==> src/observer_state_feedback_integrator_defines.svh <==
// Assertion macros for the observer state feedback integrator
`ifndef OBSERVER_STATE_FEEDBACK_INTEGRATOR_DEFINES_SVH
`define OBSERVER_STATE_FEEDBACK_INTEGRATOR_DEFINES_SVH

// same-cycle implication
`define OSFI_ASSERT_IMPL(label, clk, rst_n, ante, cons) \
	label: assert property (@(posedge clk) disable iff (!rst_n) (ante) |-> (cons)) \
		else $error("osfi check failed");

// next-cycle implication
`define OSFI_ASSERT_NEXT(label, clk, rst_n, ante, cons) \
	label: assert property (@(posedge clk) disable iff (!rst_n) (ante) |=> (cons)) \
		else $error("osfi check failed");

`endif

==> src/osfi_pkg.sv <==
// Types, constants and helpers for the observer state feedback integrator
`default_nettype none
package osfi_pkg;

	typedef struct packed {
		logic [11:0]        setpoint_code;
		logic signed [15:0] encoder_count;
	} in_item_t;

	typedef struct packed {
		logic [11:0] position_code;
		logic [11:0] drive_code;
		logic        drive_clipped;
	} out_item_t;

	typedef enum logic [0:0] {
		ST_IDLE,
		ST_RUN
	} state_t;

	typedef enum logic [2:0] {
		REG_GAIN_STATE1,
		REG_GAIN_STATE2,
		REG_GAIN_STATE3,
		REG_GAIN_INTEGRAL,
		REG_DRIVE_LIMIT,
		REG_ZERO_OFFSET,
		REG_DAC_GAIN
	} reg_idx_t;

	typedef enum logic [2:0] {
		TERM_EST1,
		TERM_EST2,
		TERM_EST3,
		TERM_KIX,
		TERM_POS
	} obs_term_t;

	typedef struct packed {
		logic signed [31:0] coef;
		obs_term_t          term;
		logic [1:0]         row;
	} obs_op_t;

	localparam int MUL_W  = 33;
	localparam int PROD_W = 2 * MUL_W;

	localparam logic [4:0] STEP_KIX   = 5'd0;
	localparam logic [4:0] STEP_FB1   = 5'd1;
	localparam logic [4:0] STEP_FB2   = 5'd2;
	localparam logic [4:0] STEP_FB3   = 5'd3;
	localparam logic [4:0] STEP_RIN   = 5'd4;
	localparam logic [4:0] STEP_POS   = 5'd5;
	localparam logic [4:0] STEP_PCODE = 5'd6;
	localparam logic [4:0] STEP_DCODE = 5'd7;
	localparam logic [4:0] STEP_OBS0  = 5'd8;
	localparam logic [4:0] STEP_OBS14 = 5'd22;
	localparam logic [4:0] STEP_LAST  = 5'd24;

	localparam logic signed [31:0] RST_GAIN_STATE1   = 32'sd141079;
	localparam logic signed [31:0] RST_GAIN_STATE2   = 32'sd957;
	localparam logic signed [31:0] RST_GAIN_STATE3   = 32'sd0;
	localparam logic signed [31:0] RST_GAIN_INTEGRAL = 32'sd537;
	localparam logic [30:0]        RST_DRIVE_LIMIT   = 31'd786432;
	localparam logic signed [31:0] RST_ZERO_OFFSET   = 32'sd26214;
	localparam logic [30:0]        RST_DAC_GAIN      = 31'd11182080;

	// reciprocals: 2^40/4095, 2^41/700, 2^37/700, rounded up
	localparam logic [32:0] RECIP_4095     = 33'd268501009;
	localparam logic [32:0] RECIP_700_POS  = 33'd3141461794;
	localparam logic [32:0] RECIP_700_CODE = 33'd196341363;
	localparam logic signed [31:0] SETPOINT_OFFSET = 32'sd1966;

	function automatic logic signed [31:0] sat32(input logic signed [63:0] v);
		logic signed [31:0] r;
		if (v > 64'sd2147483647) begin
			r = 32'sh7fffffff;
		end else if (v < -64'sd2147483648) begin
			r = 32'sh80000000;
		end else begin
			r = v[31:0];
		end
		return r;
	endfunction

	function automatic obs_op_t obs_op(input logic [4:0] s);
		obs_op_t o;
		case (s)
			5'd8:    o = '{32'sd60713,     TERM_EST1, 2'd0};
			5'd9:    o = '{32'sd13,        TERM_EST2, 2'd0};
			5'd10:   o = '{32'sd0,         TERM_EST3, 2'd0};
			5'd11:   o = '{32'sd0,         TERM_KIX,  2'd0};
			5'd12:   o = '{32'sd4823,      TERM_POS,  2'd0};
			5'd13:   o = '{-32'sd159305,   TERM_EST1, 2'd1};
			5'd14:   o = '{32'sd65464,     TERM_EST2, 2'd1};
			5'd15:   o = '{32'sd13,        TERM_EST3, 2'd1};
			5'd16:   o = '{32'sd1824,      TERM_KIX,  2'd1};
			5'd17:   o = '{32'sd155058,    TERM_POS,  2'd1};
			5'd18:   o = '{-32'sd24644262, TERM_EST1, 2'd2};
			5'd19:   o = '{-32'sd737418,   TERM_EST2, 2'd2};
			5'd20:   o = '{32'sd60319,     TERM_EST3, 2'd2};
			5'd21:   o = '{32'sd17946712,  TERM_KIX,  2'd2};
			5'd22:   o = '{-32'sd17148687, TERM_POS,  2'd2};
			default: o = '{32'sd0,         TERM_EST1, 2'd0};
		endcase
		return o;
	endfunction

endpackage
`default_nettype wire

==> src/osfi_mul.sv <==
// Shared signed multiplier with registered product
`default_nettype none
module osfi_mul (
	input  wire logic                                  clk,
	input  wire logic signed [osfi_pkg::MUL_W-1:0]     a,
	input  wire logic signed [osfi_pkg::MUL_W-1:0]     b,
	output logic signed [osfi_pkg::PROD_W-1:0]         prod_q
);

	always_ff @(posedge clk) begin
		prod_q <= a * b;
	end

endmodule
`default_nettype wire

==> src/observer_state_feedback_integrator.sv <==
// Observer state feedback controller with integral action, top level
// Usage: one sample enters on the in channel (valid/ready) carrying the
// setpoint code and encoder count; one result beat leaves on the out
// channel with position code, drive code and clip flag.
// One shared 33x33 multiplier is stepped through 23 products by a
// step counter, one product per cycle. The block takes no new sample
// until the current one is committed. Gains, limits and offsets sit
// in registers written through the cfg port (write enable, index,
// data); the user must write them only while the block is idle, as
// the block itself does not enforce it.
// Reset clears observer states, integrator, previous position and loads
// the default register values; no output is pending after reset.
// A stalled receiver holds the output beat; a finished computation then
// waits at its last step and commits once the output register frees.
// Config writes to an index beyond the register list are dropped.
`default_nettype none
`include "observer_state_feedback_integrator_defines.svh"
module observer_state_feedback_integrator (
	input  wire logic                 clk,
	input  wire logic                 arst_n,
	input  wire logic                 in_valid,
	output logic                      in_ready,
	input  wire osfi_pkg::in_item_t   in_data,
	output logic                      out_valid,
	input  wire logic                 out_ready,
	output osfi_pkg::out_item_t       out_data,
	input  wire logic                 cfg_wen,
	input  wire logic [2:0]           cfg_idx,
	input  wire logic [31:0]          cfg_wdata
);

	logic signed [31:0] gain_state1_q, gain_state2_q, gain_state3_q, gain_integral_q;
	logic signed [31:0] zero_offset_q;
	logic [30:0]        drive_limit_q, dac_gain_q;

	logic signed [31:0] est1_q, est2_q, est3_q, err_int_q, prev_pos_q;
	logic signed [31:0] xs0_q, xs1_q;

	osfi_pkg::state_t state_q, state_d;
	logic [4:0]       step_q, tag_q;
	logic             tag_v_q;
	logic             commit;
	logic             in_fire;

	logic [11:0]        code_q;
	logic [14:0]        count_q;
	logic signed [31:0] kix_q, rin_q, pos_q, v_q;
	logic               clip_q;
	logic [11:0]        pcode_q, dcode_q;
	logic signed [63:0] acc_q;

	logic signed [osfi_pkg::MUL_W-1:0]  mul_a, mul_b;
	logic signed [osfi_pkg::PROD_W-1:0] prod_q;
	logic signed [63:0]                 term, acc_sum;
	osfi_pkg::obs_op_t                  op_issue, op_tag;
	logic [26:0]                        count4095;

	logic signed [63:0] drv64;
	logic signed [31:0] drv_s, drv_c;
	logic signed [33:0] drv34, lim34;
	logic               clip_d;
	logic signed [33:0] dq;
	logic [18:0]        pc_raw;

	// configuration
	always_ff @(posedge clk or negedge arst_n) begin
		if (!arst_n) begin
			gain_state1_q   <= osfi_pkg::RST_GAIN_STATE1;
			gain_state2_q   <= osfi_pkg::RST_GAIN_STATE2;
			gain_state3_q   <= osfi_pkg::RST_GAIN_STATE3;
			gain_integral_q <= osfi_pkg::RST_GAIN_INTEGRAL;
			drive_limit_q   <= osfi_pkg::RST_DRIVE_LIMIT;
			zero_offset_q   <= osfi_pkg::RST_ZERO_OFFSET;
			dac_gain_q      <= osfi_pkg::RST_DAC_GAIN;
		end else if (cfg_wen) begin
			unique case (osfi_pkg::reg_idx_t'(cfg_idx))
				osfi_pkg::REG_GAIN_STATE1:   gain_state1_q   <= cfg_wdata;
				osfi_pkg::REG_GAIN_STATE2:   gain_state2_q   <= cfg_wdata;
				osfi_pkg::REG_GAIN_STATE3:   gain_state3_q   <= cfg_wdata;
				osfi_pkg::REG_GAIN_INTEGRAL: gain_integral_q <= cfg_wdata;
				osfi_pkg::REG_DRIVE_LIMIT:   drive_limit_q   <= cfg_wdata[30:0];
				osfi_pkg::REG_ZERO_OFFSET:   zero_offset_q   <= cfg_wdata;
				osfi_pkg::REG_DAC_GAIN:      dac_gain_q      <= cfg_wdata[30:0];
				default: ;
			endcase
		end
	end

	// sequencer
	always_comb begin
		state_d = state_q;
		unique case (state_q)
			osfi_pkg::ST_IDLE: if (in_fire) state_d = osfi_pkg::ST_RUN;
			osfi_pkg::ST_RUN:  if (commit) state_d = osfi_pkg::ST_IDLE;
			default:           state_d = osfi_pkg::ST_IDLE;
		endcase
	end

	always_comb begin
		in_ready = (state_q == osfi_pkg::ST_IDLE);
		in_fire  = in_valid && in_ready;
		commit   = (state_q == osfi_pkg::ST_RUN) && (step_q == osfi_pkg::STEP_LAST)
			&& (!out_valid || out_ready);
	end

	always_ff @(posedge clk or negedge arst_n) begin
		if (!arst_n) begin
			state_q <= osfi_pkg::ST_IDLE;
			step_q  <= '0;
			tag_v_q <= 1'b0;
			tag_q   <= '0;
		end else begin
			state_q <= state_d;
			tag_v_q <= (state_q == osfi_pkg::ST_RUN);
			tag_q   <= step_q;
			if (in_fire) begin
				step_q <= '0;
			end else if (state_q == osfi_pkg::ST_RUN && step_q != osfi_pkg::STEP_LAST) begin
				step_q <= step_q + 5'd1;
			end
		end
	end

	// capture sample; negative counts clamp to zero
	always_ff @(posedge clk) begin
		if (in_fire) begin
			code_q  <= in_data.setpoint_code;
			count_q <= in_data.encoder_count[15] ? 15'd0 : in_data.encoder_count[14:0];
		end
	end

	// operand select
	always_comb begin
		count4095 = {count_q, 12'd0} - {12'd0, count_q};
		op_issue  = osfi_pkg::obs_op(step_q);
		mul_a     = '0;
		mul_b     = '0;
		case (step_q)
			osfi_pkg::STEP_KIX: begin
				mul_a = {gain_integral_q[31], gain_integral_q};
				mul_b = {err_int_q[31], err_int_q};
			end
			osfi_pkg::STEP_FB1: begin
				mul_a = {gain_state1_q[31], gain_state1_q};
				mul_b = {est1_q[31], est1_q};
			end
			osfi_pkg::STEP_FB2: begin
				mul_a = {gain_state2_q[31], gain_state2_q};
				mul_b = {est2_q[31], est2_q};
			end
			osfi_pkg::STEP_FB3: begin
				mul_a = {gain_state3_q[31], gain_state3_q};
				mul_b = {est3_q[31], est3_q};
			end
			osfi_pkg::STEP_RIN: begin
				mul_a = {5'd0, code_q, 16'd0};
				mul_b = osfi_pkg::RECIP_4095;
			end
			osfi_pkg::STEP_POS: begin
				mul_a = {2'd0, count_q, 16'd0};
				mul_b = osfi_pkg::RECIP_700_POS;
			end
			osfi_pkg::STEP_PCODE: begin
				mul_a = {6'd0, count4095};
				mul_b = osfi_pkg::RECIP_700_CODE;
			end
			osfi_pkg::STEP_DCODE: begin
				mul_a = {v_q[31], v_q};
				mul_b = {2'd0, dac_gain_q};
			end
			default: begin
				mul_a = {op_issue.coef[31], op_issue.coef};
				case (op_issue.term)
					osfi_pkg::TERM_EST1: mul_b = {est1_q[31], est1_q};
					osfi_pkg::TERM_EST2: mul_b = {est2_q[31], est2_q};
					osfi_pkg::TERM_EST3: mul_b = {est3_q[31], est3_q};
					osfi_pkg::TERM_KIX:  mul_b = {kix_q[31], kix_q};
					default:             mul_b = {prev_pos_q[31], prev_pos_q};
				endcase
			end
		endcase
	end

	osfi_mul u_mul (
		.clk    (clk),
		.a      (mul_a),
		.b      (mul_b),
		.prod_q (prod_q)
	);

	// product consumption
	always_comb begin
		term    = {{14{prod_q[65]}}, prod_q[65:16]};
		acc_sum = acc_q + term;
		op_tag  = osfi_pkg::obs_op(tag_q);

		drv64 = {{32{kix_q[31]}}, kix_q} - acc_q;
		drv_s = osfi_pkg::sat32(drv64);
		drv34 = {{2{drv_s[31]}}, drv_s};
		lim34 = {3'd0, drive_limit_q};
		clip_d = (drv34 >= lim34) || (-drv34 >= lim34);
		if (clip_d) begin
			drv_c = drv_s[31] ? -$signed({1'b0, drive_limit_q}) : $signed({1'b0, drive_limit_q});
		end else begin
			drv_c = drv_s;
		end

		dq     = prod_q[65:32] + 34'sd2048;
		pc_raw = prod_q[55:37];
	end

	always_ff @(posedge clk) begin
		if (tag_v_q) begin
			case (tag_q)
				osfi_pkg::STEP_KIX: kix_q <= osfi_pkg::sat32(term);
				osfi_pkg::STEP_FB1: acc_q <= term;
				osfi_pkg::STEP_FB2: acc_q <= acc_sum;
				osfi_pkg::STEP_FB3: acc_q <= acc_sum;
				osfi_pkg::STEP_RIN: begin
					rin_q  <= $signed({15'd0, prod_q[56:40]}) - osfi_pkg::SETPOINT_OFFSET;
					clip_q <= clip_d;
					v_q    <= osfi_pkg::sat32({{32{drv_c[31]}}, drv_c}
						+ {{32{zero_offset_q[31]}}, zero_offset_q});
				end
				osfi_pkg::STEP_POS: pos_q <= {10'd0, prod_q[62:41]};
				osfi_pkg::STEP_PCODE: pcode_q <= (pc_raw > 19'd4095) ? 12'd4095 : pc_raw[11:0];
				osfi_pkg::STEP_DCODE: begin
					if (dq < 34'sd0) begin
						dcode_q <= 12'd0;
					end else if (dq > 34'sd4095) begin
						dcode_q <= 12'd4095;
					end else begin
						dcode_q <= dq[11:0];
					end
				end
				default: begin
					if (tag_q >= osfi_pkg::STEP_OBS0 && tag_q <= osfi_pkg::STEP_OBS14) begin
						if (op_tag.term == osfi_pkg::TERM_EST1) begin
							acc_q <= term;
						end else begin
							acc_q <= acc_sum;
						end
						if (op_tag.term == osfi_pkg::TERM_POS && op_tag.row == 2'd0) begin
							xs0_q <= osfi_pkg::sat32(acc_sum);
						end
						if (op_tag.term == osfi_pkg::TERM_POS && op_tag.row == 2'd1) begin
							xs1_q <= osfi_pkg::sat32(acc_sum);
						end
					end
				end
			endcase
		end
	end

	// commit state and result; row 2 finishes in the accumulator
	always_ff @(posedge clk or negedge arst_n) begin
		if (!arst_n) begin
			est1_q     <= '0;
			est2_q     <= '0;
			est3_q     <= '0;
			err_int_q  <= '0;
			prev_pos_q <= '0;
			out_valid  <= 1'b0;
		end else begin
			if (commit) begin
				est1_q     <= xs0_q;
				est2_q     <= xs1_q;
				est3_q     <= osfi_pkg::sat32(acc_q);
				err_int_q  <= osfi_pkg::sat32({{32{err_int_q[31]}}, err_int_q}
					+ {{32{rin_q[31]}}, rin_q} - {{32{pos_q[31]}}, pos_q});
				prev_pos_q <= pos_q;
				out_valid  <= 1'b1;
			end else if (out_ready) begin
				out_valid <= 1'b0;
			end
		end
	end

	always_ff @(posedge clk) begin
		if (commit) begin
			out_data.position_code <= pcode_q;
			out_data.drive_code    <= dcode_q;
			out_data.drive_clipped <= clip_q;
		end
	end

	`OSFI_ASSERT_NEXT(a_start, clk, arst_n, in_fire, state_q == osfi_pkg::ST_RUN && step_q == 5'd0)
	`OSFI_ASSERT_IMPL(a_step_range, clk, arst_n, state_q == osfi_pkg::ST_RUN, step_q <= osfi_pkg::STEP_LAST)
	`OSFI_ASSERT_NEXT(a_commit_out, clk, arst_n, commit, out_valid && state_q == osfi_pkg::ST_IDLE)
	`OSFI_ASSERT_IMPL(a_busy_no_ready, clk, arst_n, state_q == osfi_pkg::ST_RUN, !in_ready)

endmodule
`default_nettype wire

==> config.mk <==
export PLATFORM = sky130hd
export DESIGN_NAME = observer_state_feedback_integrator
export DESIGN_NICKNAME = d
export VERILOG_FILES = /design/src/osfi_pkg.sv /design/src/osfi_mul.sv /design/src/observer_state_feedback_integrator.sv
export VERILOG_INCLUDE_DIRS = /design/src /design/src/src
export SDC_FILE = /design/constraint.sdc
export NUM_CORES = 2
export LEC_CHECK = 0
export BUFFER_PORTS_ARGS = -buffer_cell sky130_fd_sc_hd__buf_4
export CORE_MARGIN = 10
export CORE_UTILIZATION = 59
export DETAILED_ROUTE_END_ITERATION = 7
export PLACE_DENSITY = 0.75
export SKIP_CTS_REPAIR_TIMING = 1
export SYNTH_ARGS = -nofsm -noshare
export SYNTH_HDL_FRONTEND = slang
export SYNTH_SLANG_ARGS = --single-unit
export TNS_END_PERCENT = 20
==> constraint.sdc <==
create_clock -name clk -period 20.6 [get_ports clk]
set_input_delay 2.06 -clock clk [delete_from_list [all_inputs] [get_ports clk]]
set_output_delay 2.06 -clock clk [all_outputs]
set_load 0.02 [all_outputs]
# == Word level (Yosys, flattened, before mapping) ==
# Memory sizes are Yosys's and may differ from the RTL's.
# Cells that the tools add are included.
# Widths: inputs -> output; s select.
# word_totals
n_memories,2
ramBits,0
ff_bits,760
rom_bits,2368
inputBits,68
latchBits,0
elab_cells,159
# mem_list
memory,depth,word_bits,rd,rd_clocked_by_memory_dff,write_ports,line,source
(no name shown),32,37,1,0,0,osfi_pkg.sv:88,case (s)
(no name shown),32,37,1,0,0,osfi_pkg.sv:88,
# classes
n_reduce_logical,37
n_addsub,11
mux,26
n_mul,1
div,0
eq_ne,27
bitwise_logic,3
shifts,0
magnitude_cmp,19
# ops
operator,n
$pmux 33 s8,2
$mux 32,12
$gt 64x32->1 const B,3
$lt 64x32->1 const B,3
$pmux 64 s3,1
$pmux 33 s4,1
$mux 64,2
$mul 33x33->66,1
$add 64x50->64,1
$sub 64x64->64,1
$gt 50x32->1 const B,1
$lt 50x32->1 const B,1
$eq 5x3->1 const B,8
$add 34x12->34 const B,1
$ge 34x32->1,1
$gt 34x13->1 const B,1
$gt 34x32->1 const B,1
$lt 34x1->1 const B,1
$lt 34x32->1 const B,1
$neg 32->34,1
$sub 33x23->34,1
$add 32x18->33,1
$add 32x32->33,1
$gt 33x32->1 const B,1
other kinds (36),76

# == Logic depth before layout (Yosys ltp) ==
# logic_depth
ltp_word,11
depth_mapped,59
mapped_depth_nobuf,56

# == Cells and area by module ==
# Synthesis repeated with hierarchy kept, for this count alone.
# unflattened
hier_cells,9271
hier_area_um2,88085.7
# modules_own_cells
mod,instances,cells_each,area_per_inst_um2
observer_state_feedback_integrator,1,4960,47678.2
osfi_mul,1,4311,40407.5

# == Worst setup path after synthesis ==
# No wires, ideal clock.
# synth_timing
path_kind,register to register
from,register kix_q[31]
to,"register v_q[10], data pin"
t_arrival_ns,12.024
slack_ns,8.304
path_stages_with_launch,54
path_cell_list,edfxtp_1 -> ha_1 -> clkbuf_1 -> a21oi_1 -> o21ai_1 -> a2111o_1 -> o21ba_1 -> a2111oi_0 -> a311o_1 -> o2111ai_1 -> nor4_1 -> nand4_1 -> or4_4 -> o31a_1 -> clkbuf_1 -> clkbuf_1 -> nor2_1 -> ha_1 -> [... 18 more ...] -> mux2i_1 -> ha_1 -> a21o_1 -> a21oi_1 -> nor2b_1 -> o31ai_1 -> a31oi_1 -> a41oi_1 -> or3_1 -> o211ai_1 -> o41a_1 -> a41o_1 -> or4_1 -> a31oi_1 -> mux2_2 -> nor2_1 -> clkbuf_1 -> o21ai_0
# synth_between
elab_chain_len,11
# synth_rtl
item,line,source
"start, declared",observer_state_feedback_integrator.sv:47,"logic signed [31:0] kix_q, rin_q, pos_q, v_q;"
"start signal, assigned",observer_state_feedback_integrator.sv:215,osfi_pkg::STEP_KIX: kix_q <= osfi_pkg::sat32(term);
$sub 64x64->64 *,observer_state_feedback_integrator.sv:197,"drv64 = {{32{kix_q[31]}}, kix_q} - acc_q;"
$lt 64x32->1,osfi_pkg.sv:78,end else if (v < -64'sd2147483648) begin
$mux 32,osfi_pkg.sv:78,
$mux 32 *,osfi_pkg.sv:76,if (v > 64'sd2147483647) begin
$neg 32->34,observer_state_feedback_integrator.sv:201,clip_d = (drv34 >= lim34) || (-drv34 >= lim34);
$ge 34x32->1,observer_state_feedback_integrator.sv:201,
$logic_or 1x1->1,observer_state_feedback_integrator.sv:201,
$mux 32 *,observer_state_feedback_integrator.sv:202,if (clip_d) begin
$add 32x32->33 *,observer_state_feedback_integrator.sv:223,"+ {{32{zero_offset_q[31]}}, zero_offset_q});"
$lt 33x32->1,osfi_pkg.sv:78,
$mux 32,osfi_pkg.sv:78,
"end signal, assigned",observer_state_feedback_integrator.sv:222,"v_q <= osfi_pkg::sat32({{32{drv_c[31]}}, drv_c}"
"end, declared",observer_state_feedback_integrator.sv:47,
# Every way passes the cells marked *; elsewhere a longest branch is shown, timed or not.
# A chain may end at the register's enable or synchronous reset.

# == Worst setup path after layout ==
# layout_timing
from,register kix_q[0]
to,"register v_q[27], data pin"
# The elaborated chain is that of the path after synthesis.

==> results.md <==
* Clock sinks at 744
* CP Buf/Inv Count at 5
* Critical Path Most Common Cell: a21oi_1
* WP data arrival at 15280 ps
* Per-instance average area after synthesis at 9.28 sq um
* H-tree Lvls at 3
* Yosys Warn Count at 0
* DR pass1 iterations at 8
* Final slew viol count at 0
* Slew headroom at 20.4%
* Root buf cell: clkbuf_16
* CP peak stage delay at 860 ps
* Compound-Gate Fraction of Synth Area at 12.4%
* First-pass GRT wire length at 423000 um
* Period utilization at 72.4%
* Clock latency on the worst-skew pair at 680 ps
* Share of cells above drive strength 1 at 8.20%
* Number of global-route vias before repair at 70700
* Fin. Hold Viols at 0
* Largest family of logic cells by synthesized area: adder cells
* Reg clk slew, reported paths at 60 ps
* Antenna Nets Post-Route at 0
* Simple-Gate Fraction of Synth Area at 13.9%
* I/O pins at 95
* DR WL/cell at 25.2 um
* Gp weighted congestion at 0.977
* Crit path kind: flop to flop
* Initial DRC Count at 6862
* PortBufs at 94
* Mux share of post-synthesis cell area at 3.78%
* Pin slew with the least headroom to its limit at 1190 ps
* Syn_nets at 10800
* Worst-path fanout max at 33
* Row count at 138
* Final wirelength at 275000 um
* Highest-delay cell along the critical path: nor2_2
* Mapped Area at 0.0844 sq mm
* Seq cells post-synth at 744
* Synth Area in XOR/XNOR at 3.16%
* Initial antenna violation count at 7
* Post-route setup slack at 5690 ps
* Die Area at 0.159 sq mm
* Setup TNS at 0 ps
* Vias at 68700
* Num CTS Buffers at 78
* Via density at 6.30
* CP Data Required Time at 20970 ps
* Remaining DRCs at 6
* Sequential area share after synthesis at 23.7%
* Max-Cap Viols at 0
* Post-synthesis cell type count at 100
* Hpwl dp at 206000 um
* All-layer global routing usage at 34.6%
* Outcome: finished, violations left
* Final setup violation count at 0
* NumNets Final at 10700
* Max Freq at 67.1 MHz
* Critical path's top delay family: compound AO/OA/AOI/OAI gates
* Synth Area in Adders at 34.6%
* Number of flops mapped to enable cells by yosys at 309
* Core Footprint at 0.142 sq mm
* Gr ovfl total at 0
* CP startpoint kind: flop
* Pin count of the biggest net entering global routing at 181
* Die Ht at 398 um
* Worst setup EP type: flop
* Starting Density at 59.5%
* Unrepaired setup endpoints after global routing: no
* Clk buf depth at 3
* Horiz. Die Dim at 398 um
* Hold Crit Class: flop to flop
* Area grow syn2layout at 6.62%
* Async SR Flop Fraction at 51.7%
* Final min period at 14910 ps
* Pre-CTS WS at 5920 ps
* TritonCTS clock tree: built
* Cells after Synth at 9095
* Main flop type after synthesis: dfrtp_1
* Failing checks: design-rule violations
* Clk_skew at 36.9 ps
* FILL cells at 11600
[synth_stat cells, types with 22 or more instances]
master       n  area share, %
nor3_1      58           0.34
a21o_1     208            1.9
o22ai_1     34           0.25
nor2b_1    109           0.81
nand3_1    116           0.69
a222oi_1    29           0.34
or2_2       24           0.18
inv_1     1415            6.3
a22oi_1     79           0.70
o21ai_0    365            2.2
nand2b_1    83           0.62
and2_1      95           0.70
nand4_1     97           0.72
xor2_1     111            1.2
nor2_1     368            1.6
dfxtp_1     50            1.2
fa_1      1147             27
a221oi_1    34           0.35
o31ai_1     27           0.24
clkbuf_1   419            1.9
mux2_2     197            2.6
edfxtp_1   309             11
o21a_1      57           0.51
mux2i_1     70           0.83
xnor2_1    193            2.0
o211ai_1    33           0.29
or3_1       28           0.21
ha_1       499            7.4
dfstp_2     37            1.2
dfrtp_1    348             10
a211oi_1    35           0.31
a21oi_1    371            2.2
a22o_1      22           0.23
a31oi_1     66           0.49
and3_1      30           0.22
nor4_1      35           0.26
nand2_1   1526            6.8
o21bai_1    49           0.44
[layer usage]
layer	part of all wire [%]	GRT usage [%]	routed length, um	vias to the layer above
met5	0.0084	0	23	-
li1	-	-	-	29500
met1	38	45.2	104000	34400
met4	6.8	18.8	18600	4
met3	11	8.48	30000	947
met2	44	53.3	122000	3893
[logic make-up (layout without fill, tap and decap cells)]
family                     Yosys count  after routing
and+or+nand+nor                   2646           2646
buffers and inverters             1870           1792
adders and majority gates         1646           1646
AOI/OAI and AO/OA                 1600           1600
DFF                                744            744
xor gates and xnor gates           304            304
muxes                              285            285
other                                0              4
[through the flow]
step                      hold slack (ps)  cell area [sq um]  std cells  utilization [%]
after detailed placement              405              87300      10800             61.6
after floorplan                       352              84400       9095                -
after global routing                  424              89900      10900             63.5
after global placement                402              87300      10800             61.6
final                                 416              90000      10900             63.5
after CTS                             418              89900      10900             63.5
[worst register-to-register path, delay by kind of cell (launching register included)]
family,cells,cell delay (ps)
muxes,2,680
and+or+nand+nor,11,3480
buffers and inverters,5,1080
adders and majority gates,5,1510
DFF,1,360
AOI/OAI and AO/OA,30,7500
[cell type report]
class                   instances  area (sq um)  area share (%)
diodes                          4          10.0          0.0111
clock buffers                 110          2230            2.48
clock inverters                34           384           0.427
inverters                    1418          5330            5.92
multi-input cells            6481         57900            64.4
flip-flops and latches        744         20000            22.2
well taps                    1890          2360            2.63
repair buffers                230          1750            1.94
[layout by cell type, fill, tap and decap left out, types with 69 or more instances in the layout]
| master | instances |
|---|---|
| edfxtp_1 | 309 |
| clkbuf_16 | 80 |
| nor2_1 | 353 |
| a21o_1 | 208 |
| o21ai_0 | 361 |
| fa_1 | 1146 |
| mux2i_1 | 69 |
| nand3_1 | 114 |
| mux2_2 | 197 |
| ha_1 | 499 |
| a21oi_1 | 369 |
| nand4_1 | 97 |
| nand2b_1 | 83 |
| inv_1 | 1415 |
| buf_4 | 228 |
| nor2b_1 | 108 |
| and2_1 | 93 |
| xor2_1 | 111 |
| dfrtp_1 | 348 |
| nand2_1 | 1526 |
| xnor2_1 | 192 |
| a22oi_1 | 79 |
[path summary, 6_finish.rpt]
check / cells past startpoint / startpoint / end / slack [ps]
setup / recovery: 53 / kix_q[0]$_SDFFCE_PN1P_ / v_q[27]$_SDFFCE_PN1P_ / 5690
hold / removal: 0 / pcode_q[7]$_SDFFCE_PN1P_ / out_data[20]$_DFFE_PP_ / 420
setup reg to reg: 53 / kix_q[0]$_SDFFCE_PN1P_ / v_q[27]$_SDFFCE_PN1P_ / 5690
hold reg to reg: 0 / pcode_q[7]$_SDFFCE_PN1P_ / out_data[20]$_DFFE_PP_ / 420
max in group asynchronous: 3 / arst_n / est2_q[31]$_DFFE_PN0P_ / 16830
min in group asynchronous: 1 / arst_n / zero_offset_q[15]$_DFFE_PN0P_ / 1320
[state kept, by name, indices dropped and copies added, names as in the netlist, 32 cells and up]
register	count
gain_state1_q	32
kix_q	32
xs1_q	32
xs0_q	32
est1_q	32
u_mul.prod_q	50
zero_offset_q	32
gain_state3_q	32
acc_q	64
est2_q	32
gain_state2_q	32
gain_integral_q	32
est3_q	32
v_q	32
err_int_q	32
Power is left out: the tool's default activity adds up to more than one toggle a clock period on the data nets, which glitch-free logic cannot reach.
